<file path="src/hw/rtl/dwmm_pkg.sv">
// ---------------------------------------------------------------------------
// dwmm_pkg
// shared types, constants and register codes for the dequantizing
// weight matrix multiply block
// ---------------------------------------------------------------------------
package dwmm_pkg;

    localparam int DEF_MAX_COLUMNS = 64;
    localparam int DEF_MAX_DEPTH   = 1024;

    localparam int COL_IDX_W    = 6;
    localparam int DEPTH_IDX_W  = 10;
    localparam int ADDR_MAX_W   = 18;
    localparam int WEIGHT_W     = 8;
    localparam int ACT_W        = 16;
    localparam int SCALE_W      = 16;
    localparam int ZP_W         = 8;
    localparam int DEPTH_USED_W = 11;
    localparam int COLS_USED_W  = 7;
    localparam int SUM_W        = 36;
    localparam int RESULT_W     = 53;

    localparam int CFG_IDX_W  = 2;
    localparam int CFG_DATA_W = 16;

    localparam logic [CFG_IDX_W-1:0] REG_ZERO_POINT   = 2'd0;
    localparam logic [CFG_IDX_W-1:0] REG_SCALE        = 2'd1;
    localparam logic [CFG_IDX_W-1:0] REG_DEPTH_USED   = 2'd2;
    localparam logic [CFG_IDX_W-1:0] REG_COLUMNS_USED = 2'd3;

    localparam logic ACT_LOAD_WEIGHT = 1'b0;
    localparam logic ACT_ACTIVATION  = 1'b1;

    typedef struct packed {
        logic                          action;
        logic [COL_IDX_W-1:0]          weight_row;
        logic [DEPTH_IDX_W-1:0]        weight_col;
        logic [WEIGHT_W-1:0]           weight_value;
        logic signed [ACT_W-1:0]       act_value;
    } in_item_t;

    typedef struct packed {
        logic signed [RESULT_W-1:0]    result_value;
        logic [COL_IDX_W-1:0]          out_column;
        logic                          last_in_row;
    } result_t;

    typedef struct packed {
        logic [ZP_W-1:0]               zero_point;
        logic signed [SCALE_W-1:0]     scale;
        logic [DEPTH_USED_W-1:0]       depth_used;
        logic [COLS_USED_W-1:0]        columns_used;
    } cfg_t;

    localparam cfg_t CFG_RESET = '{
        zero_point:   8'd0,
        scale:        16'sd4096,
        depth_used:   11'd1024,
        columns_used: 7'd64
    };

    typedef struct packed {
        logic                          in_take;
        logic                          acc_issue;
        logic                          sum_rd;
        logic                          out_load;
        logic                          last;
        logic                          clear_sums;
        logic [COL_IDX_W-1:0]          col;
        logic [ADDR_MAX_W-1:0]         waddr;
    } dp_cmd_t;

    typedef struct packed {
        logic                          pipe_busy;
    } dp_status_t;

endpackage

</file>
<file path="src/hw/rtl/dwmm_cfg.sv">
// ---------------------------------------------------------------------------
// dwmm_cfg
// configuration registers, written through the plain write port
// ---------------------------------------------------------------------------
module dwmm_cfg
    import dwmm_pkg::*;
(
    input  logic                  clk,
    input  logic                  rst_n,
    input  logic                  cfg_wr_en,
    input  logic [CFG_IDX_W-1:0]  cfg_index,
    input  logic [CFG_DATA_W-1:0] cfg_data,
    output cfg_t                  cfg
);

    cfg_t cfg_reg;

    always_ff @(posedge clk or negedge rst_n)
    begin
        if (!rst_n)
        begin
            cfg_reg <= CFG_RESET;
        end
        else if (cfg_wr_en)
        begin
            case (cfg_index)
                REG_ZERO_POINT:   cfg_reg.zero_point   <= cfg_data[ZP_W-1:0];
                REG_SCALE:        cfg_reg.scale        <= $signed(cfg_data[SCALE_W-1:0]);
                REG_DEPTH_USED:   cfg_reg.depth_used   <= cfg_data[DEPTH_USED_W-1:0];
                REG_COLUMNS_USED: cfg_reg.columns_used <= cfg_data[COLS_USED_W-1:0];
                default:          cfg_reg <= cfg_reg;
            endcase
        end
    end

    assign cfg = cfg_reg;

endmodule

</file>
<file path="config.mk">
export PLATFORM = sky130hd
export DESIGN_NAME = dwmm_cfg
export DESIGN_NICKNAME = d
export VERILOG_FILES = /design/src/hw/rtl/dwmm_pkg.sv /design/src/hw/rtl/dwmm_cfg.sv
export SDC_FILE = /design/constraint.sdc
export NUM_CORES = 1
export LEC_CHECK = 0
export BUFFER_PORTS_ARGS = -buffer_cell sky130_fd_sc_hd__buf_2
export CORE_ASPECT_RATIO = 0.7
export CORE_MARGIN = 3
export CORE_UTILIZATION = 40
export DETAILED_ROUTE_END_ITERATION = 6
export GPL_TIMING_DRIVEN = 0
export PLACE_DENSITY = 0.69
export SYNTH_ARGS = -nofsm -noshare
export SYNTH_HDL_FRONTEND = slang
export SYNTH_SLANG_ARGS = --single-unit
</file>
<file path="constraint.sdc">
create_clock -name clk -period 0.8 [get_ports clk]
set_input_delay 0.08 -clock clk [delete_from_list [all_inputs] [get_ports clk]]
set_output_delay 0.08 -clock clk [all_outputs]
set_load 0.01 [all_outputs]
</file>
# Yosys cells after proc, flatten, opt, wreduce, memory -nomap -nowiden
# Index checks and enable logic that the tools add are counted.
[word_totals]
ff_bits = 42
inputBits = 21
out_inout_bits = 42
word_cells = 12
[op_classes]
eq_ne = 3
n_reduce_logical = 5
[ops]
columns = ["operator", "count"]
rows = [
  ["$reduce_and 2->1", 4],
  ["$eq 2x2->1 const B", 2],
  ["$eq 2x1->1 const B", 1],
  ["$logic_not 2->1", 1],
]

# Longest topological paths before layout
[depth]
ltp_word = 2
depth_mapped = 3

# Worst setup path after synthesis
# Ideal clock, no wire load.
[synth_timing]
kind = "input -> register"
start = "in cfg_index[1]"
end = "reg cfg_reg (netlist bit cfg[34])"
arrival_ps = 778
required_time_ps = 675
slack_ps = -103
stages = 2
path_cell_list = "nor3b_4 -> mux2_2"
[synth_between]
elab_chain_cells = 2
[synth_rtl]
columns = ["element", "line_no", "source"]
rows = [
  ["start, declared", "dwmm_cfg.sv:11", "input logic [CFG_IDX_W-1:0] cfg_index,"],
  ["$logic_not 2->1", "dwmm_cfg.sv:26", "case (cfg_index)"],
  ["$reduce_and 2->1 (no source line)", "--", ""],
  ["end signal, assigned", "dwmm_cfg.sv:31", "default: cfg_reg <= cfg_reg;"],
  ["end, declared", "dwmm_cfg.sv:16", "cfg_t cfg_reg;"],
]
# Every way passes these cells.
# A chain may end at the register's enable or synchronous reset.

# Final worst setup path
[layout_timing]
start = "reg cfg_reg (netlist bit cfg[17])"
end = "out cfg[17] (netlist name)"
[layout_rtl]
columns = ["element", "line_no", "source"]
rows = [
  ["end, declared", "dwmm_cfg.sv:13", "output cfg_t cfg"],
]
# No word-level cell between the ends.

==> summary.md <==
| Metric | Value |
|---|---|
| Via density | approximately 4.7 |
| R2R depth | 2 |
| Met2 GRT Util | approximately a quarter |
| Largest net degree at the start of global routing | 43 |
| Avg Cell Area, Syn | roughly 18 µm² |
| Clock transition at path regs | ~0.070 ns |
| Final WS setup | -0.202 ns |
| Starting density of the core | 43.5% |
| Layout area overhead | 41.3% |
| Die width | around 82 µm |
| Status | finished, violations left |
| PD cells | ~2500 mW/mm² |
| Vias in the first global route | ~1100 |
| Final min period | between 1 and 1.5 ns |
| Fin Clk Skew | 0 ns |
| Clk Latency, worst-skew pair | approximately 0.28 ns |
| Worst setup endpoint | cfg[17] |
| CP Data Required Time | around 0.72 ns |
| Post-DR wirelength/cell | roughly 15 µm |
| CTS Buf Count | 5 |
| Final setup vio count | 50 |
| CP max FO | 2 |
| Max_cap viols | 0 |
| Mapped Cells | 90 |
| Critical path type | flip-flop to output pin |
| WHS | -0.0714 ns |
| Ys Warns | 0 |
| Port Buffers | 62 |
| M1 GR Usage | between 10% and 20% |
| First-pass GRT wire length | 5.25 mm |
| First drt pass iteration count | 2 |
| CP Launch Point | cfg[17] |
| Failing checks | hold timing, setup timing |
| Post-synthesis register bit count | 42 |
| Fmax | 998 MHz |
| RSZ-0062 raised after global routing | true |
| Sequential area share after synthesis | 66.0% |
| Clock sinks | 42 |
| Max IR drop VDD | roughly 0.0013 V |
| Fin crit share | 125% |
| Crit-path cells | buf_6 |
| Rel. slew slack | about two fifths |
| GR peak layer | met2 |
| Vias | about 1000 |
| Reg2Reg Capture Point | cfg[39] |
| All-Layer GR Usage | around 15% |
| # fillers | about 300 |
| Slew at the pin closest to its max-slew limit | 0.916 ns |
| Most frequent cells in the layout | 53 x buf_2, 39 x dfrtp_1, 37 x mux2_2 |
| Worst path arrival time | a little over 0.9 ns |
| Placer Congestion | between 0.6 and 0.7 |
| Crit path largest cell delay | 0.54 ns |
| Slowest CP cell | dfstp_2 |
| Layout cells sized above 1 | between 70% and 80% |
| Delay-heaviest family, CP | flip-flops |
| Worst setup EP type | output pin |
| Largest register FFs | 42 |
| Commonest non-fill, non-tap cell in the layout | buf_2 |
| Drt total wl | 3.37 mm |
| GR Util met3 | between 6 and 7% |
| Io pins | 63 |
| Place WS | -0.460 ns |
| CP Launch Type | flip-flop |
| CTS tree | built |
| Hpwl dp | 2.45 mm |
| H-tree lvl count | 2 |
| Overflow after GRT | 0 |
| Die height | a little under 60 µm |
| Synthesized Nets | roughly 110 |
| Buf/Inv on CP | 1 |
| Std-Cell Core Area | ~0.0037 mm² |
| Die area | slightly below 0.005 mm² |
| Cell variety after synth | 9 |
| WP depth | 1 |
| Clock root buffer master | clkbuf_8 |
| Syn Std Cell Area | 0.00160 mm² |
| # DRC | 0 |
| Fin nets | 192 |
| Initial antenna violation count | 0 |
| Drt first-iter violations | 37 |
| Count of final hold-check violations | 39 |
| Pleak | approximately 1.1 nW |
| Placement Rows | 18 |
| Min-Delay Path Class | input port to asynchronous set/reset pin |
| Slew Limit Fails | 0 |
| RR Startpoint | cfg[39] |
| R2R setup slack | -0.10 ns |
| # diodes | 0 |
| DRT antenna net count | 0 |
| Clock tree buffer depth | 2 |
[final cells by class]
class,count,area [µm²],share of cell area (%)
Multi-Input combinational cell,46,548,24.3
Clock buffer,7,86.3,3.82
Tap cell,50,62.6,2.77
Sequential cell,42,1050,46.7
Buffer,2,26.3,1.16
Clock inverter,1,5.00,0.222
Timing Repair Buffer,74,475,21.1
[how the worst min path moves through the flow]
stage | slack [ns] | end | startpoint
floorplan | -0.22 | cfg[0] | rst_n
global placement | 0.23 | cfg[15] | rst_n
detailed placement | 0.26 | cfg[13] | rst_n
CTS | -0.05 | cfg[13] | rst_n
global route | -0.01 | cfg[13] | rst_n
finish | -0.07 | cfg[13] | rst_n
[where the power goes]
part | internal, mW | switching (mW) | leakage, nW
clock network | 0.695 | 0.647 | 0.0482
registers | 2.55 | 0.218 | 0.493
logic | 0.883 | 0.605 | 0.572
total | 4.13 | 1.47 | 1.11
[layer usage]
layer / vias to the layer above / routed length (µm)
li1: 483 / -
met1: 511 / 1440
met2: 38 / 1610
met3: 5 / 293
met4: 0 / 33
met5: - / 0
[stage by stage]
stage	cells	utilization, %	total power, mW	TNS, ns	instance area (µm²)
after global routing	222	61.5	5.95	-6.18	2260
after CTS	217	58.7	5.50	-4.41	2150
final	222	61.5	5.60	-4.28	2260
after detailed placement	202	53.8	4.01	-13.52	1970
after floorplan	90	-	3.38	-0.970	1600
after global placement	202	53.8	3.94	-10.81	1970
[cells by family after synthesis]
kind of cell	Yosys count	share of synthesized area, %
simple gates	4	3.21
flops	42	66.0
mux	42	29.6
buf+inv	2	1.17
[cell usage after synthesis (all sizes together)]
cell / n / area (µm²)
nand3: 1 / 5.00
nand3b: 2 / 27.5
buf: 2 / 18.8
nor3b: 1 / 18.8
mux2: 42 / 473
dfstp: 3 / 78.8
dfrtp: 39 / 976
[timing repair]
item	in CTS	in global routing
pin swaps	0	0
resized for setup	7	14
setup endpoints to repair	50	55
setup buffers	7	5
hold endpoints to repair	39	18
Power figures use the tool's default switching activity.
