File: src/hw/rtl/dwmm_pkg.sv
// ---------------------------------------------------------------------------
// dwmm_pkg
// shared types, constants and register codes for the dequantizing
// weight matrix multiply block
// ---------------------------------------------------------------------------
package dwmm_pkg;

    localparam int DEF_MAX_COLUMNS = 64;
    localparam int DEF_MAX_DEPTH   = 1024;

    localparam int COL_IDX_W    = 6;
    localparam int DEPTH_IDX_W  = 10;
    localparam int ADDR_MAX_W   = 18;
    localparam int WEIGHT_W     = 8;
    localparam int ACT_W        = 16;
    localparam int SCALE_W      = 16;
    localparam int ZP_W         = 8;
    localparam int DEPTH_USED_W = 11;
    localparam int COLS_USED_W  = 7;
    localparam int SUM_W        = 36;
    localparam int RESULT_W     = 53;

    localparam int CFG_IDX_W  = 2;
    localparam int CFG_DATA_W = 16;

    localparam logic [CFG_IDX_W-1:0] REG_ZERO_POINT   = 2'd0;
    localparam logic [CFG_IDX_W-1:0] REG_SCALE        = 2'd1;
    localparam logic [CFG_IDX_W-1:0] REG_DEPTH_USED   = 2'd2;
    localparam logic [CFG_IDX_W-1:0] REG_COLUMNS_USED = 2'd3;

    localparam logic ACT_LOAD_WEIGHT = 1'b0;
    localparam logic ACT_ACTIVATION  = 1'b1;

    typedef struct packed {
        logic                          action;
        logic [COL_IDX_W-1:0]          weight_row;
        logic [DEPTH_IDX_W-1:0]        weight_col;
        logic [WEIGHT_W-1:0]           weight_value;
        logic signed [ACT_W-1:0]       act_value;
    } in_item_t;

    typedef struct packed {
        logic signed [RESULT_W-1:0]    result_value;
        logic [COL_IDX_W-1:0]          out_column;
        logic                          last_in_row;
    } result_t;

    typedef struct packed {
        logic [ZP_W-1:0]               zero_point;
        logic signed [SCALE_W-1:0]     scale;
        logic [DEPTH_USED_W-1:0]       depth_used;
        logic [COLS_USED_W-1:0]        columns_used;
    } cfg_t;

    localparam cfg_t CFG_RESET = '{
        zero_point:   8'd0,
        scale:        16'sd4096,
        depth_used:   11'd1024,
        columns_used: 7'd64
    };

    typedef struct packed {
        logic                          in_take;
        logic                          acc_issue;
        logic                          sum_rd;
        logic                          out_load;
        logic                          last;
        logic                          clear_sums;
        logic [COL_IDX_W-1:0]          col;
        logic [ADDR_MAX_W-1:0]         waddr;
    } dp_cmd_t;

    typedef struct packed {
        logic                          pipe_busy;
    } dp_status_t;

endpackage

File: src/hw/rtl/dwmm_ctrl.sv
// ---------------------------------------------------------------------------
// dwmm_ctrl
// controller: sequences the column sweep per activation item and the
// column by column result emission at the end of a row
// ---------------------------------------------------------------------------
module dwmm_ctrl
    import dwmm_pkg::*;
#(
    parameter int MAX_COLUMNS = DEF_MAX_COLUMNS,
    parameter int MAX_DEPTH   = DEF_MAX_DEPTH
)
(
    input  logic       clk,
    input  logic       rst_n,
    input  cfg_t       cfg,
    input  logic       item_valid,
    input  logic       item_action,
    output logic       item_stall,
    output logic       result_valid,
    input  logic       result_stall,
    output dp_cmd_t    cmd,
    input  dp_status_t status
);

    localparam int CW  = (MAX_COLUMNS > 1) ? $clog2(MAX_COLUMNS) : 1;
    localparam int DW  = (MAX_DEPTH > 1) ? $clog2(MAX_DEPTH) : 1;
    localparam int AW  = (MAX_COLUMNS * MAX_DEPTH > 1) ? $clog2(MAX_COLUMNS * MAX_DEPTH) : 1;
    localparam int EW0 = $clog2(MAX_DEPTH + 1);
    localparam int EW  = (EW0 > DEPTH_USED_W) ? EW0 : DEPTH_USED_W;

    localparam logic [2:0] S_IDLE     = 3'd0;
    localparam logic [2:0] S_ACC      = 3'd1;
    localparam logic [2:0] S_DRAIN    = 3'd2;
    localparam logic [2:0] S_OUT_RD   = 3'd3;
    localparam logic [2:0] S_OUT_MUL  = 3'd4;
    localparam logic [2:0] S_OUT_WAIT = 3'd5;

    logic [2:0]    state_reg, state_next;
    logic [CW-1:0] col_reg, col_next;
    logic [DW-1:0] cnt_reg, cnt_next;
    logic [AW-1:0] waddr_reg, waddr_next;

    logic [EW-1:0]          depth_ext;
    logic [EW-1:0]          eff_depth;
    logic [EW-1:0]          cnt_inc;
    logic                   row_done;
    logic [COLS_USED_W-1:0] eff_cols;
    logic [COLS_USED_W-1:0] last_col;
    logic                   is_last;

    always_comb
    begin
        depth_ext = EW'(cfg.depth_used);
        if (depth_ext == '0)
            eff_depth = EW'(1);
        else if (depth_ext > EW'(MAX_DEPTH))
            eff_depth = EW'(MAX_DEPTH);
        else
            eff_depth = depth_ext;
        cnt_inc  = EW'(cnt_reg) + EW'(1);
        row_done = (cnt_inc >= eff_depth);

        if (cfg.columns_used == '0)
            eff_cols = COLS_USED_W'(1);
        else if (cfg.columns_used > COLS_USED_W'(MAX_COLUMNS))
            eff_cols = COLS_USED_W'(MAX_COLUMNS);
        else
            eff_cols = cfg.columns_used;
        last_col = eff_cols - COLS_USED_W'(1);
        is_last  = (COLS_USED_W'(col_reg) == last_col);
    end

    always_comb
    begin
        state_next   = state_reg;
        col_next     = col_reg;
        cnt_next     = cnt_reg;
        waddr_next   = waddr_reg;
        item_stall   = 1'b1;
        result_valid = 1'b0;
        cmd          = '0;
        cmd.col      = COL_IDX_W'(col_reg);
        cmd.waddr    = ADDR_MAX_W'(waddr_reg);

        case (state_reg)
            S_IDLE:
            begin
                item_stall = 1'b0;
                if (item_valid)
                begin
                    cmd.in_take = 1'b1;
                    if (item_action == ACT_ACTIVATION)
                    begin
                        state_next = S_ACC;
                        col_next   = '0;
                        waddr_next = AW'(cnt_reg);
                    end
                end
            end
            S_ACC:
            begin
                cmd.acc_issue = 1'b1;
                if (is_last)
                begin
                    state_next = S_DRAIN;
                end
                else
                begin
                    col_next   = col_reg + CW'(1);
                    waddr_next = waddr_reg + AW'(MAX_DEPTH);
                end
            end
            S_DRAIN:
            begin
                if (!status.pipe_busy)
                begin
                    col_next = '0;
                    if (row_done)
                    begin
                        cnt_next   = '0;
                        state_next = S_OUT_RD;
                    end
                    else
                    begin
                        cnt_next   = cnt_inc[DW-1:0];
                        state_next = S_IDLE;
                    end
                end
            end
            S_OUT_RD:
            begin
                cmd.sum_rd = 1'b1;
                state_next = S_OUT_MUL;
            end
            S_OUT_MUL:
            begin
                cmd.out_load = 1'b1;
                cmd.last     = is_last;
                state_next   = S_OUT_WAIT;
            end
            S_OUT_WAIT:
            begin
                result_valid = 1'b1;
                if (!result_stall)
                begin
                    if (is_last)
                    begin
                        cmd.clear_sums = 1'b1;
                        col_next       = '0;
                        state_next     = S_IDLE;
                    end
                    else
                    begin
                        col_next   = col_reg + CW'(1);
                        state_next = S_OUT_RD;
                    end
                end
            end
            default:
            begin
                state_next = S_IDLE;
            end
        endcase
    end

    always_ff @(posedge clk or negedge rst_n)
    begin
        if (!rst_n)
        begin
            state_reg <= S_IDLE;
            col_reg   <= '0;
            cnt_reg   <= '0;
            waddr_reg <= '0;
        end
        else
        begin
            state_reg <= state_next;
            col_reg   <= col_next;
            cnt_reg   <= cnt_next;
            waddr_reg <= waddr_next;
        end
    end

endmodule

File: config.mk
export PLATFORM = sky130hd
export DESIGN_NAME = dwmm_ctrl
export DESIGN_NICKNAME = d
export VERILOG_FILES = /design/src/hw/rtl/dwmm_pkg.sv /design/src/hw/rtl/dwmm_ctrl.sv
export SDC_FILE = /design/constraint.sdc
export NUM_CORES = 1
export LEC_CHECK = 0
export BUFFER_PORTS_ARGS = -buffer_cell sky130_fd_sc_hd__buf_4
export CAP_MARGIN = 20
export CORE_ASPECT_RATIO = 1.25
export CORE_UTILIZATION = 55
export CTS_CLUSTER_SIZE = 40
export DETAILED_ROUTE_END_ITERATION = 7
export PLACE_DENSITY = 0.83
export SETUP_SLACK_MARGIN = 0.15
export SYNTH_ARGS = -nofsm -noshare
export SYNTH_HDL_FRONTEND = slang
export SYNTH_SLANG_ARGS = --single-unit
File: constraint.sdc
create_clock -name clk -period 5.9 [get_ports clk]
set_clock_uncertainty 0.1 [all_clocks]
set_input_delay 0.885 -clock clk [delete_from_list [all_inputs] [get_ports clk]]
set_output_delay 0.885 -clock clk [all_outputs]
set_load 0.02 [all_outputs]
Yosys cells after proc, flatten, opt, wreduce, memory -nomap -nowiden
Cells that the tools add are included.

Bits in registers: 35. Output and inout bits: 32. Word-level logic and storage cells: 67.

$add $sub $neg: 4. $lt $le $gt $ge: 3. Equal/unequal tests: 12. Multiplexer cells: 34. Bitwise gates (word level): 1. Reduce and logical (&&, ||, !) cells: 9.

Operator list (number): two-way mux 16 bit (3); two-way mux 6 bit (6); case mux 16 bit (2 select lines) (1); case mux 6 bit (4 select lines) (1); two-way mux 11 bit (2); case mux 3 bit (6 select lines) (1); adder 16 x 11 -> 16 bit (second input constant) (1); two-way mux 3 bit (5); two-way mux 7 bit (2); inequality test 2 bit (second input constant) (6); adder 10 x 1 -> 11 bit (second input constant) (1); >= comparator 11 bit (1); > comparator 11 bit (second input constant) (1); zero test 11 bit (1); two-way mux 10 bit (1); two-way mux 1 bit (9); == test 6 x 7 -> 1 bit (1); > comparator 7 bit (second input constant) (1); zero test 7 bit (1); subtractor 7 x 1 -> 7 bit (second input constant) (1); adder 6 x 1 -> 6 bit (second input constant) (1); == test 3 x 2 -> 1 bit (second input constant) (2); == test 3 bit (second input constant) (2); two-way mux 2 bit (3); 9 further kinds (9).

Longest topological paths before layout
Depth in word-level cells: 8. Depth in mapped cells: 12.

Worst setup path after synthesis
No wires, ideal clock.

Path kind: input -> output. Start: in cfg[2] (netlist name). End: out cmd[25] (netlist name). Data arrival time: 3248 ps. Setup slack: 1667 ps. Stages on the path: 11. Buffers on the path: 1. Cells stage by stage: or4_4 > nor2_1 > o21bai_1 > ha_1 > xnor2_1 > xnor2_1 > a2111oi_0 > nand3_2 > a21oi_4 > buf_6 > and2_1.

RTL lines: from (decl) (line dwmm_ctrl.sv:15) `input cfg_t cfg,`; to (decl) (line dwmm_ctrl.sv:21) `output dp_cmd_t cmd,`.

==> impl_summary.md <==
Final layout
In the layout the commonest cells are buf_4 (53), nand2_1 (47), dfrtp_1 (35). The number of flip-flops in the largest register is 16. The most common cell after layout, fill and taps aside is buf_4.

The share of post-route cells with drive strength above 1 is 0.202. Relative to the synthesized area, the layout overhead comes to 20.4%. The post-layout utilization of the core is 0.707. The number of antenna diodes in the final layout is 0. After the last flow step, the layout net total stands at 398.

Clocking
Buffers inserted during clock tree synthesis total 5. CTS saw 35 sinks. Once the clock tree was built, the resizer swapped 0 gates to a different size.

No sink is reached through more buffers than the 2 on the longest clock path. The total number of H-tree levels is 2. The count of buffers added by post-CTS timing repair for setup is 0. The cell at the root of the clock tree is clkbuf_8. TritonCTS built the clock tree.

At the later pin of the worst-skew pair, clock insertion delay measures ~0.28 ns. The clock-pin slew of the registers on the worst-case setup and hold paths is around 0.07 ns. The cts-stage hold buffer count is 0.

Timing
The max-slew headroom at the worst pin is 0.405. Of the available clock period, the critical path in the final layout requires 0.789. For the finished layout, the period the worst path requires is between 4 and 5 ns. The worst hold slack across all endpoints is ~0.38 ns. For this run, the top clock speed supported by timing is 0.215 GHz. For the pin with the worst max-slew slack, the measured transition is slightly below 0.9 ns. Summed over all failing endpoints, the final setup total negative slack is 0 ns. The minimum setup slack in the final design is between 1 and 1.5 ns. The setup-violating endpoint count in the final report is 0. The number of max-slew violations in the final report is 0.

The number of hold violations in the final report is 0. Setup repair after global routing left no endpoint under its margin.

Setup path
The critical path's slowest cell is or4_4. The buffers plus inverters on the worst setup path is 2. The critical path data arrival time is about 3.7 ns. Data on the critical path is required at its endpoint by about 4.9 ns. The timing startpoint of the critical path is cfg[2]. In this run the number of cells on the critical path is 12. Among cell families on the critical path, the largest total delay comes from simple AND/OR/NAND/NOR gates.

STA classifies the critical path endpoint as an output port. Of all nets on the critical path, the largest fanout is 16. The signal on the critical path passes through buf_4 > or4_4 > nor2_1 > o21bai_1 > ha_1 > xnor2_1 > xnor2_1 > a2111oi_0 > nand3_2 > a21oi_4 > and2_1 > buf_4. The worst stage delay on the critical path is roughly 0.56 ns.

The endpoint of the most critical register-to-register path is cnt_reg[9]. The type of the setup path with the least slack is in2out. The number of cells on the worst reg-to-reg path is 10. The worst reg-to-reg setup slack is 2.51 ns.

The worst register-to-register path begins at cnt_reg[0]. STA classifies the critical path startpoint as an input port.

Yosys
By area the synthesized netlist is led by dfrtp_1 (36%), ha_1 (7.7%), nand2_1 (7.2%), mux2i_1 (4.1%), nor2_1 (3.8%). Yosys mapped a number of flops with a built-in enable equal to 0. During synthesis, Yosys emitted a total of 0 warnings. Counting every instance in the synthesized netlist gives 285. The cell type with the largest total area after synthesis is dfrtp_1.

The synthesized design contains 35 register bits. The average instance in the mapped netlist occupies around 8.6 um2. Of the total synthesized cell area, the portion taken by full adders, half adders and majority gates is 0.0767.

The compound-cell area share of the yosys netlist is 0.171. The simple-gate portion of the synthesized area is 0.265. The share of synthesized area in the top cell type comes to 0.358.

The distinct cell type count after synthesis is 54. The combined area of all synthesized cells is 0.00245 mm2. The proportion of synthesized area in mux cells is 0.0455. The primary flip-flop cell chosen by synthesis mapping is dfrtp_1. Of the total synthesized cell area, the portion taken by XOR and XNOR cells is 0.0465.

For this run, asynchronously set or reset flops after synthesis account for 1.00. The main combinational cell family by area after synthesis is simple AND/OR/NAND/NOR gates. The proportion of synthesized chip area in sequential cells is 0.358.

Die
The initialized floorplan defines 26 standard-cell rows. During I/O placement, the number of pins put on the boundary was 80. The area of the die is between 0.004 and 0.005 mm2. The horizontal extent of the die is roughly 62 um. The height of the die is 76.6 um. The area of the placeable core is 0.00416 mm2. The initial utilization of the core area, before any placement, comes to 0.587.

Global routing
For this run the aggregate overflow at the end of global routing stands at 0. The met2 capacity usage during global routing is 0.430. The first global-routing pass estimated 9.18 mm of wire.

The via count of the first global-routing pass is between 2000 and 2500. For met1 alone, demand over resource in global routing was 0.314. The met3 track utilization from global routing is 0.0407. The layer with the highest usage is met2. The number of antenna violations at the first check in global routing is 0. Across every metal layer, demand over resource in global routing totals 0.252.

Entering global routing, the biggest net connects 36 pins.

Route
The detailed router's first-iteration violation count is 71. The detail route stage leaves a number of antenna-violating nets equal to 0. The first-pass iteration count of the detailed router is 4. The number of design rule violations left after detail routing is 0. The final layout contains routed wiring with a total length of about 5.3 mm.

The vias per cell is 5.64. The detail-routed net length per standard cell is around 13 um. The routed layout has approximately 2200 vias.

Min path
The worst min-delay path class is reg2reg. The critical hold path startpoint is waddr_reg[4]. The end of the worst hold path is waddr_reg[4]. The worst hold path stage count is 2.

Job
The count of max-cap constraint violations is 0.

Power and ir drop
The peak supply drop is roughly 0.28 mV. The cell area power density is between 300 and 400 mW/mm2. In this run the static leakage power is roughly 1.4 nW.

Placed design
The count of buffers added on input and output ports is 53. Prior to clock tree synthesis, the placed netlist has a worst setup slack of ~1.3 ns. The congestion estimate from routability-driven global placement came to around 0.76. Detailed placement finished with a half-perimeter wire length of 4.03 mm.

Outcome
The run finished with clean final reports.
## routing by layer
layer | share of wire | wire, um
met5 | 0 | 0
met3 | 0.033 | 177
met1 | 0.44 | 2310
met4 | 0.015 | 77
met2 | 0.52 | 2730
## stage by stage
step | power [W] | instances | instance area, um2
6_report | 0.00101 | 392 | 2950
5_1_grt | 0.00108 | 392 | 2950
4_1_cts | 0.00101 | 392 | 2950
3_5_place_dp | 0.000848 | 384 | 2860
3_3_place_gp | 0.000828 | 384 | 2860
2_1_floorplan | 0.000686 | 286 | 2450
## cell families (layout without fill, tap and decap cells)
kind of cell,after synthesis,count (layout)
and+or+nand+nor,132,132
AOI/OAI and AO/OA,59,59
DFF,35,35
buffers and inverters,19,69
adders and majority gates,15,15
xor gates and xnor gates,13,13
muxes,11,11
other,1,2
## worst max path at each step
| stage | endpoint | slack [ns] |
|---|---|---|
| after floorplan | cmd[25] | 1.67 |
| after global placement | cmd[24] | 1.33 |
| after detailed placement | cmd[24] | 1.27 |
| after CTS | cmd[24] | 1.25 |
| after global routing | cmd[24] | 0.93 |
| final | cmd[24] | 1.25 |
## report_power, final
part / switching, W / internal [W] / leakage (nW)
Clock: 0.0000844 / 0.0000807 / 0.0477
Combinational: 0.000261 / 0.000205 / 0.865
Sequential: 0.0000865 / 0.000293 / 0.465
## Yosys cell counts, drive strengths merged (3+ instances only)
| cell | count |
|---|---|
| a21oi | 4 |
| a22o | 8 |
| a31oi | 4 |
| and2 | 6 |
| buf | 3 |
| clkbuf | 8 |
| dfrtp | 35 |
| ha | 15 |
| inv | 7 |
| mux2i | 10 |
| nand2 | 47 |
| nand2b | 8 |
| nand3 | 14 |
| nor2 | 25 |
| nor2b | 3 |
| nor3 | 8 |
| o211ai | 3 |
| o21ai | 20 |
| or2 | 4 |
| or4 | 5 |
| xnor2 | 8 |
| xor2 | 5 |
## tightest hold or removal path, delay by kind of cell, from the launching register on
kind | cells | cell delay, ns
flip-flops | 1 | 0.34
AND/OR/NAND/NOR | 1 | 0.05
AO/OA/AOI/OAI | 1 | 0.06
## cell type report
type,instances,area (um2)
timing repair buffer,53,398
multi-input combinational,232,1490
fill,369,1220
inverter,8,30.0
sequential,35,876
tap,56,70.1
clock buffer,5,68.8
clock inverter,3,15.0
No activity file was read; power rests on OpenSTA's default activity.
